<file path="src/design/kss_pkg.sv">
package kss_pkg;

    localparam int KW = 7;   // width of k and of the fill count
    localparam int PW = 8;   // heap position width, holds child indices of k up to 127
    localparam int DW = 32;

    typedef logic signed [DW-1:0] t_data;

    typedef struct packed {
        t_data kth;
        logic  ready_res;
    } t_result;

endpackage

</file>
<file path="src/design/kss_ram.sv">
module kss_ram #(
    parameter int W = 32,
    parameter int D = 64,
    parameter int AW = (D > 1) ? $clog2(D) : 1
) (
    input  logic          i_clk,
    input  logic          i_we,
    input  logic [AW-1:0] i_waddr,
    input  logic [W-1:0]  i_wdata,
    input  logic [AW-1:0] i_raddr,
    output logic [W-1:0]  o_rdata
);

    logic [W-1:0] r_mem [D];
    logic [W-1:0] r_rdata;

    always_ff @(posedge i_clk) begin
        if (i_we) begin
            r_mem[i_waddr] <= i_wdata;
        end
        r_rdata <= r_mem[i_raddr];
    end

    assign o_rdata = r_rdata;

endmodule

</file>
<file path="src/design/kss_ctrl.sv">
module kss_ctrl #(
    parameter int AW = 6
) (
    input  logic                   i_clk,
    input  logic                   i_rst_n,
    input  logic                   i_in_valid,
    output logic                   o_in_ready,
    input  kss_pkg::t_data         i_value,
    input  logic                   i_restart,
    input  logic [kss_pkg::KW-1:0] i_k,
    output logic                   o_res_valid,
    output kss_pkg::t_result       o_res,
    input  logic                   i_res_ready,
    output logic                   o_mem_we,
    output logic [AW-1:0]          o_mem_waddr,
    output kss_pkg::t_data         o_mem_wdata,
    output logic [AW-1:0]          o_mem_raddr,
    input  kss_pkg::t_data         i_mem_rdata
);

    import kss_pkg::*;

    typedef enum logic [2:0] {
        S_IDLE,
        S_UP,
        S_DN_L,
        S_DN_R,
        S_PUT,
        S_DONE
    } t_state;

    t_state        r_state, n_state;
    logic [KW-1:0] r_fill, n_fill;
    logic [PW-1:0] r_pos, n_pos;
    t_data         r_val, n_val;
    t_data         r_lval, n_lval;
    t_data         r_root, n_root;
    logic          r_rdy, n_rdy;

    logic          we;
    logic [PW-1:0] wpos;
    t_data         wdata;
    logic [PW-1:0] rpos;

    always_comb begin
        logic [KW-1:0] f0;
        logic [KW-1:0] f1;
        logic [PW-1:0] kx;
        logic [PW-1:0] lc;
        logic [PW-1:0] rc;
        logic [PW-1:0] par;
        logic [PW-1:0] bpos;
        logic [PW-1:0] nlc;
        t_data         bv;
        logic          moved;

        n_state = r_state;
        n_fill  = r_fill;
        n_pos   = r_pos;
        n_val   = r_val;
        n_lval  = r_lval;
        n_rdy   = r_rdy;
        we      = 1'b0;
        wpos    = r_pos;
        wdata   = r_val;
        rpos    = '0;

        f0    = i_restart ? '0 : r_fill;
        f1    = (f0 > i_k) ? i_k : f0;
        kx    = PW'(i_k);
        lc    = (r_pos << 1) + PW'(1);
        rc    = (r_pos << 1) + PW'(2);
        par   = (r_pos - PW'(1)) >> 1;
        bpos  = r_pos;
        bv    = r_val;
        moved = 1'b0;
        nlc   = '0;

        case (r_state)
            S_IDLE: begin
                if (i_in_valid) begin
                    n_val = i_value;
                    if (f1 < i_k) begin
                        // still filling: append at the end and sift up
                        n_fill = f1 + KW'(1);
                        n_rdy  = ((f1 + KW'(1)) >= i_k);
                        n_pos  = PW'(f1);
                        if (f1 == '0) begin
                            n_state = S_PUT;
                        end else begin
                            rpos    = (PW'(f1) - PW'(1)) >> 1;
                            n_state = S_UP;
                        end
                    end else begin
                        n_fill = f1;
                        n_rdy  = 1'b1;
                        n_pos  = '0;
                        if (i_value < r_root) begin
                            // replace the root and sift down
                            if (i_k > KW'(1)) begin
                                rpos    = PW'(1);
                                n_state = S_DN_L;
                            end else begin
                                n_state = S_PUT;
                            end
                        end else begin
                            n_state = S_DONE;
                        end
                    end
                end
            end
            S_UP: begin
                // read data is the parent of r_pos
                if (i_mem_rdata < r_val) begin
                    we    = 1'b1;
                    wpos  = r_pos;
                    wdata = i_mem_rdata;
                    n_pos = par;
                    if (par == '0) begin
                        n_state = S_PUT;
                    end else begin
                        rpos = (par - PW'(1)) >> 1;
                    end
                end else begin
                    n_state = S_PUT;
                end
            end
            S_DN_L: begin
                rpos    = rc;
                n_lval  = i_mem_rdata;
                n_state = S_DN_R;
            end
            S_DN_R: begin
                // larger child, left wins a tie
                if (r_val < r_lval) begin
                    bpos  = lc;
                    bv    = r_lval;
                    moved = 1'b1;
                end
                if ((rc < kx) && (bv < i_mem_rdata)) begin
                    bpos  = rc;
                    bv    = i_mem_rdata;
                    moved = 1'b1;
                end
                nlc = (bpos << 1) + PW'(1);
                if (moved) begin
                    we    = 1'b1;
                    wpos  = r_pos;
                    wdata = bv;
                    n_pos = bpos;
                    if (nlc < kx) begin
                        rpos    = nlc;
                        n_state = S_DN_L;
                    end else begin
                        n_state = S_PUT;
                    end
                end else begin
                    n_state = S_PUT;
                end
            end
            S_PUT: begin
                we      = 1'b1;
                wpos    = r_pos;
                wdata   = r_val;
                n_state = S_DONE;
            end
            S_DONE: begin
                if (i_res_ready) begin
                    n_state = S_IDLE;
                end
            end
            default: begin
                n_state = S_IDLE;
            end
        endcase

        // keep a copy of entry 0 so the root needs no memory read
        n_root = (we && (wpos == '0)) ? wdata : r_root;
    end

    always_ff @(posedge i_clk) begin
        if (!i_rst_n) begin
            r_state <= S_IDLE;
            r_fill  <= '0;
        end else begin
            r_state <= n_state;
            r_fill  <= n_fill;
        end
        r_pos  <= n_pos;
        r_val  <= n_val;
        r_lval <= n_lval;
        r_root <= n_root;
        r_rdy  <= n_rdy;
    end

    assign o_in_ready      = (r_state == S_IDLE);
    assign o_res_valid     = (r_state == S_DONE);
    assign o_res.kth       = r_root;
    assign o_res.ready_res = r_rdy;
    assign o_mem_we        = we;
    assign o_mem_waddr     = AW'(wpos);
    assign o_mem_wdata     = wdata;
    assign o_mem_raddr     = AW'(rpos);

endmodule

</file>
<file path="src/design/kth_smallest_stream_select.sv">
// Streaming k-th smallest selector. Signed 32-bit values arrive one beat at a time and the
// k smallest of the current set are kept in a max-heap held in a single-port-read RAM of
// MAX_K entries; each input beat returns the heap root (the k-th smallest so far, or the
// largest so far while the set is still short of k values) and ready_res once k values
// have arrived. restart starts a new set. k is written through the config channel
// (0 acts as 1, above MAX_K acts as MAX_K) and should only change between items.
// Order of work: one item at a time, from the edge that takes a beat to the edge that
// presents its result. A value that leaves the heap untouched goes straight to its result;
// the first value of a set, or a replacement with k = 1, first writes its entry; any other
// insert while filling reads the parent once per heap level climbed, moves it down, then
// writes the value; a replacement of the root reads the left and then the right child of
// each level descended through the one RAM read port, moves the larger one up, and writes
// the value where it stops. The worst case is a replacement at k = 64 that sinks to the
// bottom of the heap. The next beat is taken the cycle after the result is handed on.
// A result waiting in the output register does not stop the next beat from being taken,
// but the block holds its next result until that register is free.
module kth_smallest_stream_select #(
    parameter int MAX_K = 64
) (
    input  logic                   i_clk,
    input  logic                   i_rst_n,
    input  logic                   i_cfg_valid,
    output logic                   o_cfg_ready,
    input  logic [kss_pkg::KW-1:0] i_cfg_k_in_use,
    input  logic                   i_in_valid,
    output logic                   o_in_ready,
    input  logic signed [31:0]     i_value,
    input  logic                   i_restart,
    output logic                   o_out_valid,
    input  logic                   i_out_ready,
    output logic signed [31:0]     o_kth_smallest,
    output logic                   o_ready_res
);

    import kss_pkg::*;

    localparam int AW = (MAX_K > 1) ? $clog2(MAX_K) : 1;

    logic [KW-1:0] r_k_cfg;
    logic [KW-1:0] k_eff;
    logic          r_out_valid;
    t_result       r_out;

    logic          res_valid;
    t_result       res;
    logic          res_ready;
    logic          mem_we;
    logic [AW-1:0] mem_waddr;
    t_data         mem_wdata;
    logic [AW-1:0] mem_raddr;
    t_data         mem_rdata;

    always_comb begin
        k_eff = (r_k_cfg == '0) ? KW'(1) : r_k_cfg;
        if (int'(k_eff) > MAX_K) begin
            k_eff = KW'(MAX_K);
        end
    end

    assign res_ready = !r_out_valid || i_out_ready;

    always_ff @(posedge i_clk) begin
        if (!i_rst_n) begin
            r_k_cfg     <= KW'(1);
            r_out_valid <= 1'b0;
        end else begin
            if (i_cfg_valid) begin
                r_k_cfg <= i_cfg_k_in_use;
            end
            if (res_valid && res_ready) begin
                r_out_valid <= 1'b1;
            end else if (i_out_ready) begin
                r_out_valid <= 1'b0;
            end
        end
        if (res_valid && res_ready) begin
            r_out <= res;
        end
    end

    kss_ctrl #(
        .AW(AW)
    ) u_ctrl (
        .i_clk       (i_clk),
        .i_rst_n     (i_rst_n),
        .i_in_valid  (i_in_valid),
        .o_in_ready  (o_in_ready),
        .i_value     (i_value),
        .i_restart   (i_restart),
        .i_k         (k_eff),
        .o_res_valid (res_valid),
        .o_res       (res),
        .i_res_ready (res_ready),
        .o_mem_we    (mem_we),
        .o_mem_waddr (mem_waddr),
        .o_mem_wdata (mem_wdata),
        .o_mem_raddr (mem_raddr),
        .i_mem_rdata (mem_rdata)
    );

    kss_ram #(
        .W (DW),
        .D (MAX_K),
        .AW(AW)
    ) u_heap (
        .i_clk  (i_clk),
        .i_we   (mem_we),
        .i_waddr(mem_waddr),
        .i_wdata(mem_wdata),
        .i_raddr(mem_raddr),
        .o_rdata(mem_rdata)
    );

    assign o_cfg_ready    = 1'b1;
    assign o_out_valid    = r_out_valid;
    assign o_kth_smallest = r_out.kth;
    assign o_ready_res    = r_out.ready_res;

endmodule

</file>
<file path="config.mk">
export PLATFORM = sky130hd
export DESIGN_NAME = kth_smallest_stream_select
export DESIGN_NICKNAME = d
export VERILOG_FILES = /design/src/design/kss_pkg.sv /design/src/design/kss_ram.sv /design/src/design/kss_ctrl.sv /design/src/design/kth_smallest_stream_select.sv
export SDC_FILE = /design/constraint.sdc
export NUM_CORES = 2
export LEC_CHECK = 0
export BUFFER_PORTS_ARGS = -buffer_cell sky130_fd_sc_hd__buf_2
export CAP_MARGIN = 0
export CORE_ASPECT_RATIO = 0.7
export CORE_MARGIN = 5
export CORE_UTILIZATION = 50
export DETAILED_ROUTE_END_ITERATION = 16
export GPL_ROUTABILITY_DRIVEN = 0
export PLACE_DENSITY = 0.65
export SLEW_MARGIN = 10
export SYNTH_ARGS = -nofsm -noshare
export SYNTH_HDL_FRONTEND = slang
export SYNTH_SLANG_ARGS = --single-unit
export TNS_END_PERCENT = 1
</file>
<file path="constraint.sdc">
create_clock -name i_clk -period 9.74 [get_ports i_clk]
set_input_delay 1.948 -clock i_clk [delete_from_list [all_inputs] [get_ports i_clk]]
set_output_delay 1.948 -clock i_clk [all_outputs]
set_load 0.05 [all_outputs]
</file>
# Yosys cells after proc, flatten, opt, wreduce, memory -nomap -nowiden
# Memories as Yosys holds them, arrays and structs flattened. A register that Yosys moved wholly into a read port is not among the register bits.
# Index checks and enable logic that the tools add are counted.
[op_classes] n_addsub=7 magnitude_cmp=11 n_eq_ne=11 n_mux=50 reduce_logical=16
[op_table] op="two-way mux 32 bit" count=5
[op_table] op="less-than comparator 32 bit" count=4
[op_table] op="case mux 32 bit (2 select lines)" count=1
[op_table] op="two-way mux 6 bit" count=8
[op_table] op="two-way mux 8 bit" count=6
[op_table] op="two-way mux 7 bit" count=6
[op_table] op="two-way mux 3 bit" count=10
[op_table] op="case mux 6 bit (4 select lines)" count=1
[op_table] op="case mux 8 bit (3 select lines)" count=1
[op_table] op="case mux 3 bit (6 select lines)" count=1
[op_table] op="adder 8 x 1 -> 8 bit, second input constant" count=2
[op_table] op="zero test 8 bit" count=2
[op_table] op="less-than comparator 8 x 7 -> 1 bit" count=2
[op_table] op="zero test 7 bit" count=2
[op_table] op="subtractor 7 x 1 -> 7 bit, second input constant" count=2
[op_table] op="two-way mux 1 bit" count=10
[op_table] op="adder 8 x 2 -> 8 bit, second input constant" count=1
[op_table] op="subtractor 8 x 1 -> 8 bit, second input constant" count=1
[op_table] op="adder 7 x 1 -> 7 bit, second input constant" count=1
[op_table] op="greater-or-equal comparator 7 bit" count=1
[op_table] op="greater-than comparator 7 x 1 -> 1 bit, second input constant" count=1
[op_table] op="greater-than comparator 7 bit" count=1
[op_table] op="greater-than comparator 7 bit, second input constant" count=1
[op_table] op="less-than comparator 7 bit" count=1
[op_table] op="18 further kinds" count=24
[word_totals] regBits=156 ramBits=2048 in_bits=45 out_inout_bits=36 wordCells=108 n_memories=1
[mem_list] memory="u_heap.r_mem" depth=64 word_bits=32 read_ports=1 rd_ports_with_merged_regs=1 write_ports=1 line_no="kss_ram.sv:14" text="logic [W-1:0] r_mem [D];"

# Logic depth before layout (Yosys ltp)
[depth] ltp_word=13 mapped_depth=39

# Cells and area by module
# A second synthesis with hierarchy kept.
[hier_totals] hier_cells=4486 area_unflattened_um2=89945.0
[by_module_without_submodules] module="kss_ram" n_inst=1 cells_each=3324 area_per_inst_um2=78515.3 seq_area_each_um2=62139.6
[by_module_without_submodules] module="kss_ctrl" n_inst=1 cells_each=1091 area_per_inst_um2=10063.4 seq_area_each_um2=3353.2
[by_module_without_submodules] module="kth_smallest_stream_select" n_inst=1 cells_each=71 area_per_inst_um2=1366.3 seq_area_each_um2=1151.1

# Worst setup path before layout
# No wires, ideal clock.
[synth_path] path_kind="register to register" from="register u_ctrl.r_val[17]" to="register u_heap.r_rdata[20] (netlist: u_heap.o_rdata[20]) (read register of u_heap.r_mem)" setup_time_ns=0.117 arrival_time_ns=7.785 slack_ns=1.837 path_stages_with_launch=35 n_path_buf=6 synth_period_minus_slack_ns=7.903 path_cell_list="edfxtp_1 -> ha_1 -> a21o_1 -> a221o_1 -> a221oi_2 -> a21boi_1 -> nor3b_1 -> buf_2 -> clkbuf_1 -> clkbuf_1 -> o21ai_0 -> ha_1 -> nand4_1 -> nor3_1 -> o211ai_1 -> and4_1 -> or4b_1 -> o311ai_2 -> mux2i_1 -> nand2_1 -> inv_2 -> clkbuf_1 -> ha_1 -> o21ai_0 -> a21oi_1 -> o31ai_1 -> o21ba_2 -> nor3_4 -> buf_2 -> o21ai_1 -> clkbuf_1 -> o22ai_1 -> a2111oi_0 -> or3_1 -> a32o_1"
[synth_between] elab_chain_cells=12 word_cells_on_any_way=18
[synth_lines] item="start: declaration" line_no="kss_ctrl.sv:35" text="t_data r_val, n_val;"
[synth_lines] item="start signal: assignment" line_no="kss_ctrl.sv:190" text="r_val <= n_val;"
[synth_lines] item="less-than comparator 32 bit" line_no="kss_ctrl.sv:135" text="if (r_val < r_lval) begin"
[synth_lines] item="two-way mux 32 bit" line_no="kss_ctrl.sv:135"
[synth_lines] item="two-way mux 32 bit" line_no="kss_ctrl.sv:79" text="case (r_state)"
[synth_lines] item="less-than comparator 32 bit" line_no="kss_ctrl.sv:140" text="if ((rc < kx) && (bv < i_mem_rdata)) begin"
[synth_lines] item="logical AND 1 bit" line_no="kss_ctrl.sv:140"
[synth_lines] item="two-way mux 8 bit" line_no="kss_ctrl.sv:140"
[synth_lines] item="two-way mux 8 bit" line_no="kss_ctrl.sv:79"
[synth_lines] item="adder 8 x 1 -> 8 bit" line_no="kss_ctrl.sv:145" text="nlc = (bpos << 1) + PW'(1);"
[synth_lines] item="less-than comparator 8 x 7 -> 1 bit" line_no="kss_ctrl.sv:151" text="if (nlc < kx) begin"
[synth_lines] item="two-way mux 6 bit" line_no="kss_ctrl.sv:151"
[synth_lines] item="two-way mux 6 bit" line_no="kss_ctrl.sv:146" text="if (moved) begin"
[synth_lines] item="case mux 6 bit (4 select lines) *" line_no="kss_ctrl.sv:79"
[synth_lines] item="end: declaration" line_no="kss_ram.sv:15" text="logic [W-1:0] r_rdata;"
# Every way passes the cells marked *; elsewhere a longest branch is shown, timed or not. The select of a mux whose other input is x is not followed.
# A chain may end at the register's enable or synchronous reset.

# Worst setup path after layout
[layout_path] from="register u_ctrl.r_val[13]" to="register u_heap.r_rdata[13] (netlist: u_heap.o_rdata[13]) (read register of u_heap.r_mem)"
# Same word-level chain as after synthesis.

==> flow_metrics.tcl <==
set metrics [dict create \
    start_kind "flop" \
    hold_class "flop to flop" \
    coreArea_mm2 0.179 \
    finalHoldViolCount 0 \
    end_kind "flop" \
    min_period_ns 9.28 \
    ys_seq_area_share_pct 73.8 \
    synth_mux_area_share_pct 0.484 \
    crit_type "flop to flop" \
    yosysTopAreaCell "edfxtp_1" \
    grt_overflow 0 \
    rsz0062_at_grt "false" \
    root_buffer "clkbuf_16" \
    yosysTopAreaCellShare_pct 72.7 \
    wl_mm 288 \
    fin_util_pct 56.9 \
    worst_slew_pin_slew_ns 1.29 \
    p_sw_share_pct 38.5 \
    synth_cells 6470 \
    avgSynthCellArea_um2 13.9 \
    start_util_pct 50.3 \
    setup_viol_count_final 0 \
    synth-edff-count 2186 \
    dieWidth_um 518 \
    grt_pass1_vias 56354 \
    htreeDepth 4 \
    cts_tree "done" \
    skew_ns 0.0615 \
    cts_buffers 196 \
    row_count 130 \
    clock_latency_ns 0.87 \
    wl_per_cell_um 31.3 \
    clkSinkCount 2236 \
    antenna_found_initial 9 \
    clkTransAtPathRegs_ns 0.07 \
    vias 60522 \
    critPathMaxStageDelay_ns 0.79 \
    fill_cells 13956 \
    p_sw_uw 12200 \
    clock_power_share_pct 25.0 \
    critPathArrivalTime_ns 10.05 \
    die_h_um 365 \
    cp_slowest_cell "o32a_2" \
    dp_hpwl_mm 171 \
    peakVddDrop_v 0.000231 \
    die_area_mm2 0.189 \
    syn-num-nets 6679 \
    power.share.sequential_pct 39.9 \
    required_ns 10.51 \
    power_density_mw_per_mm2 310 \
    slew_headroom_pct 13.4 \
    yosysWarnings 0 \
    firstDrtPassIters 9 \
    cellLeakagePower_uw 0.0344 \
    comb_power_share_pct 35.1 \
    io_pins 81 \
    fmax_mhz 108 \
    synth_fa_ha_area_share_pct 2.27 \
    final_antenna_net_count 0 \
    port_buffers 79 \
    synthArstFlopShare_pct 0 \
    ys_top_cells_by_area "edfxtp_1 (73%), nand2_1 (3.9%), ha_1 (2.3%)" \
    grt_max_degree 127 \
    grt_pass1_wl_mm 411 \
    synth_ff_type "edfxtp_1" \
    track_usage_pct 29.8 \
    drc 0 \
    period_share_pct 95.3 \
    synth_top_family_by_area "compound AO/OA/AOI/OAI gates" \
    drive_above_1_share_pct 12.1 \
    syn-cell-area_mm2 0.0903 \
    slew_violations 0 \
    yosys.area_share.simple_pct 9.19 \
    maxCapViolations 0 \
    tns_ns 0 \
    synth.distinct_cells 88 \
    ys_ff_latch 2236 \
    syn2layout_area_growth_pct 13.1 \
    synth_compound_area_share_pct 11.2 \
    nets 6880 \
    synthXorXnorAreaFrac_pct 0.291 \
    drt_iter0_drc 10075 \
    status "complete, no violations" \
    cp_max_fo 32 \
    p_int_uw 19400 \
    cts_max_path_buffers 3 \
    vias_per_cell 6.56 \
]
## sequential cells by signal (all words and copies together) (netlist names), 3 cells and up
register,count
u_heap.o_rdata,32
o_kth_smallest,32
u_ctrl.r_fill,7
u_ctrl.r_lval,32
r_k_cfg,7
u_ctrl.r_state,3
u_ctrl.r_pos,8
u_ctrl.r_val,32
u_heap.r_mem,2048
u_ctrl.r_root,32
## area by class of cell
type	instances	area, µm²	share of cell area (%)
Antenna cell	3	7.51	0.00735
Timing Repair Buffer	382	3130	3.07
Inverter	235	882	0.864
Clock inverter	121	1230	1.21
Multi-Input combinational cell	3620	22000	21.6
Tap cell	2376	2970	2.91
Clock buffer	247	5190	5.08
Sequential cell	2236	66600	65.3
## critical path: cells and delay by family (launching register included)
family	cells	cell delay, ns
simple gates	8	1.99
fa+ha+maj	3	0.92
flops	1	0.43
compound gates	17	4.99
buf+inv	3	0.82
## cells in the mapped netlist (95+ instances only)
master / n
o21ai_0: 380
ha_1: 164
nor3_1: 103
o221ai_1: 152
buf_2: 114
edfxtp_1: 2186
nor2_1: 350
a31oi_1: 126
o22ai_1: 200
nand2_1: 930
clkbuf_1: 188
o211ai_1: 95
inv_1: 230
a21oi_1: 117
nand3_1: 269
## final timing paths
check | from | end | slack (ns) | cells past startpoint
max | u_ctrl.r_val[13] | u_heap.o_rdata[13] | 0.46 | 31
min | u_ctrl.r_rdy | o_ready_res | 0.42 | 0
max reg2reg | u_ctrl.r_val[13] | u_heap.o_rdata[13] | 0.46 | 31
min reg2reg | u_ctrl.r_rdy | o_ready_res | 0.42 | 0
## routing by layer
layer / global-route usage [%] / wire, µm
met3: 8.88 / 43100
met5: 0 / 0
met2: 41.4 / 119000
met1: 44.5 / 115000
met4: 10.9 / 11100
## cell families after synthesis
| logic type | Yosys count |
|---|---|
| flops | 2236 |
| simple gates | 1899 |
| compound gates | 1483 |
| buf+inv | 614 |
| fa+ha+maj | 164 |
| mux | 43 |
| xor+xnor | 30 |
| other cells | 1 |
## power by group through the flow
stage / Combinational [µW] / Clock [µW] / Sequential, µW
final: 11100 / 7900 / 12600
after global routing: 11700 / 8370 / 12600
after CTS: 10800 / 7950 / 12600
after detailed placement: 10700 / 0 / 12800
after global placement: 10500 / 0 / 12700
after floorplan: 5810 / 0 / 12500
## metrics by stage
| step | power, µW | worst slack (ns) | area (µm²) | hold WS (ns) | cells |
|---|---|---|---|---|---|
| 2_1_floorplan | 18300 | 1.84 | 90300 | 0.400 | 6470 |
| 3_3_place_gp | 23300 | -0.496 | 95500 | 0.405 | 8841 |
| 3_5_place_dp | 23400 | -0.380 | 95500 | 0.405 | 8841 |
| 4_1_cts | 31300 | 0.0118 | 102000 | 0.419 | 9209 |
| 5_1_grt | 32700 | 0.0731 | 102000 | 0.431 | 9217 |
| 6_report | 31600 | 0.461 | 102000 | 0.419 | 9220 |
## cell usage in the layout, fill, tap and decap left out, types with 79 or more instances in the layout
| master | Yosys | layout |
|---|---|---|
| nor3_1 | 103 | 99 |
| o22ai_1 | 200 | 200 |
| a31oi_1 | 126 | 124 |
| buf_2 | 114 | 79 |
| nor2_1 | 350 | 282 |
| edfxtp_1 | 2186 | 2186 |
| o21ai_0 | 380 | 380 |
| buf_4 | 6 | 266 |
| ha_1 | 164 | 164 |
| o211ai_1 | 95 | 95 |
| o221ai_1 | 152 | 151 |
| a21oi_1 | 117 | 116 |
| inv_1 | 230 | 230 |
| nand2_1 | 930 | 924 |
| clkbuf_16 | 0 | 198 |
| nand3_1 | 269 | 269 |
## what timing repair did
item	in CTS	in global routing
resized for setup	8	13
setup endpoints to repair	8	32
hold buffers	0	0
pin swaps	1	2
setup buffers	0	8
No activity file was read; power rests on OpenSTA's default activity.
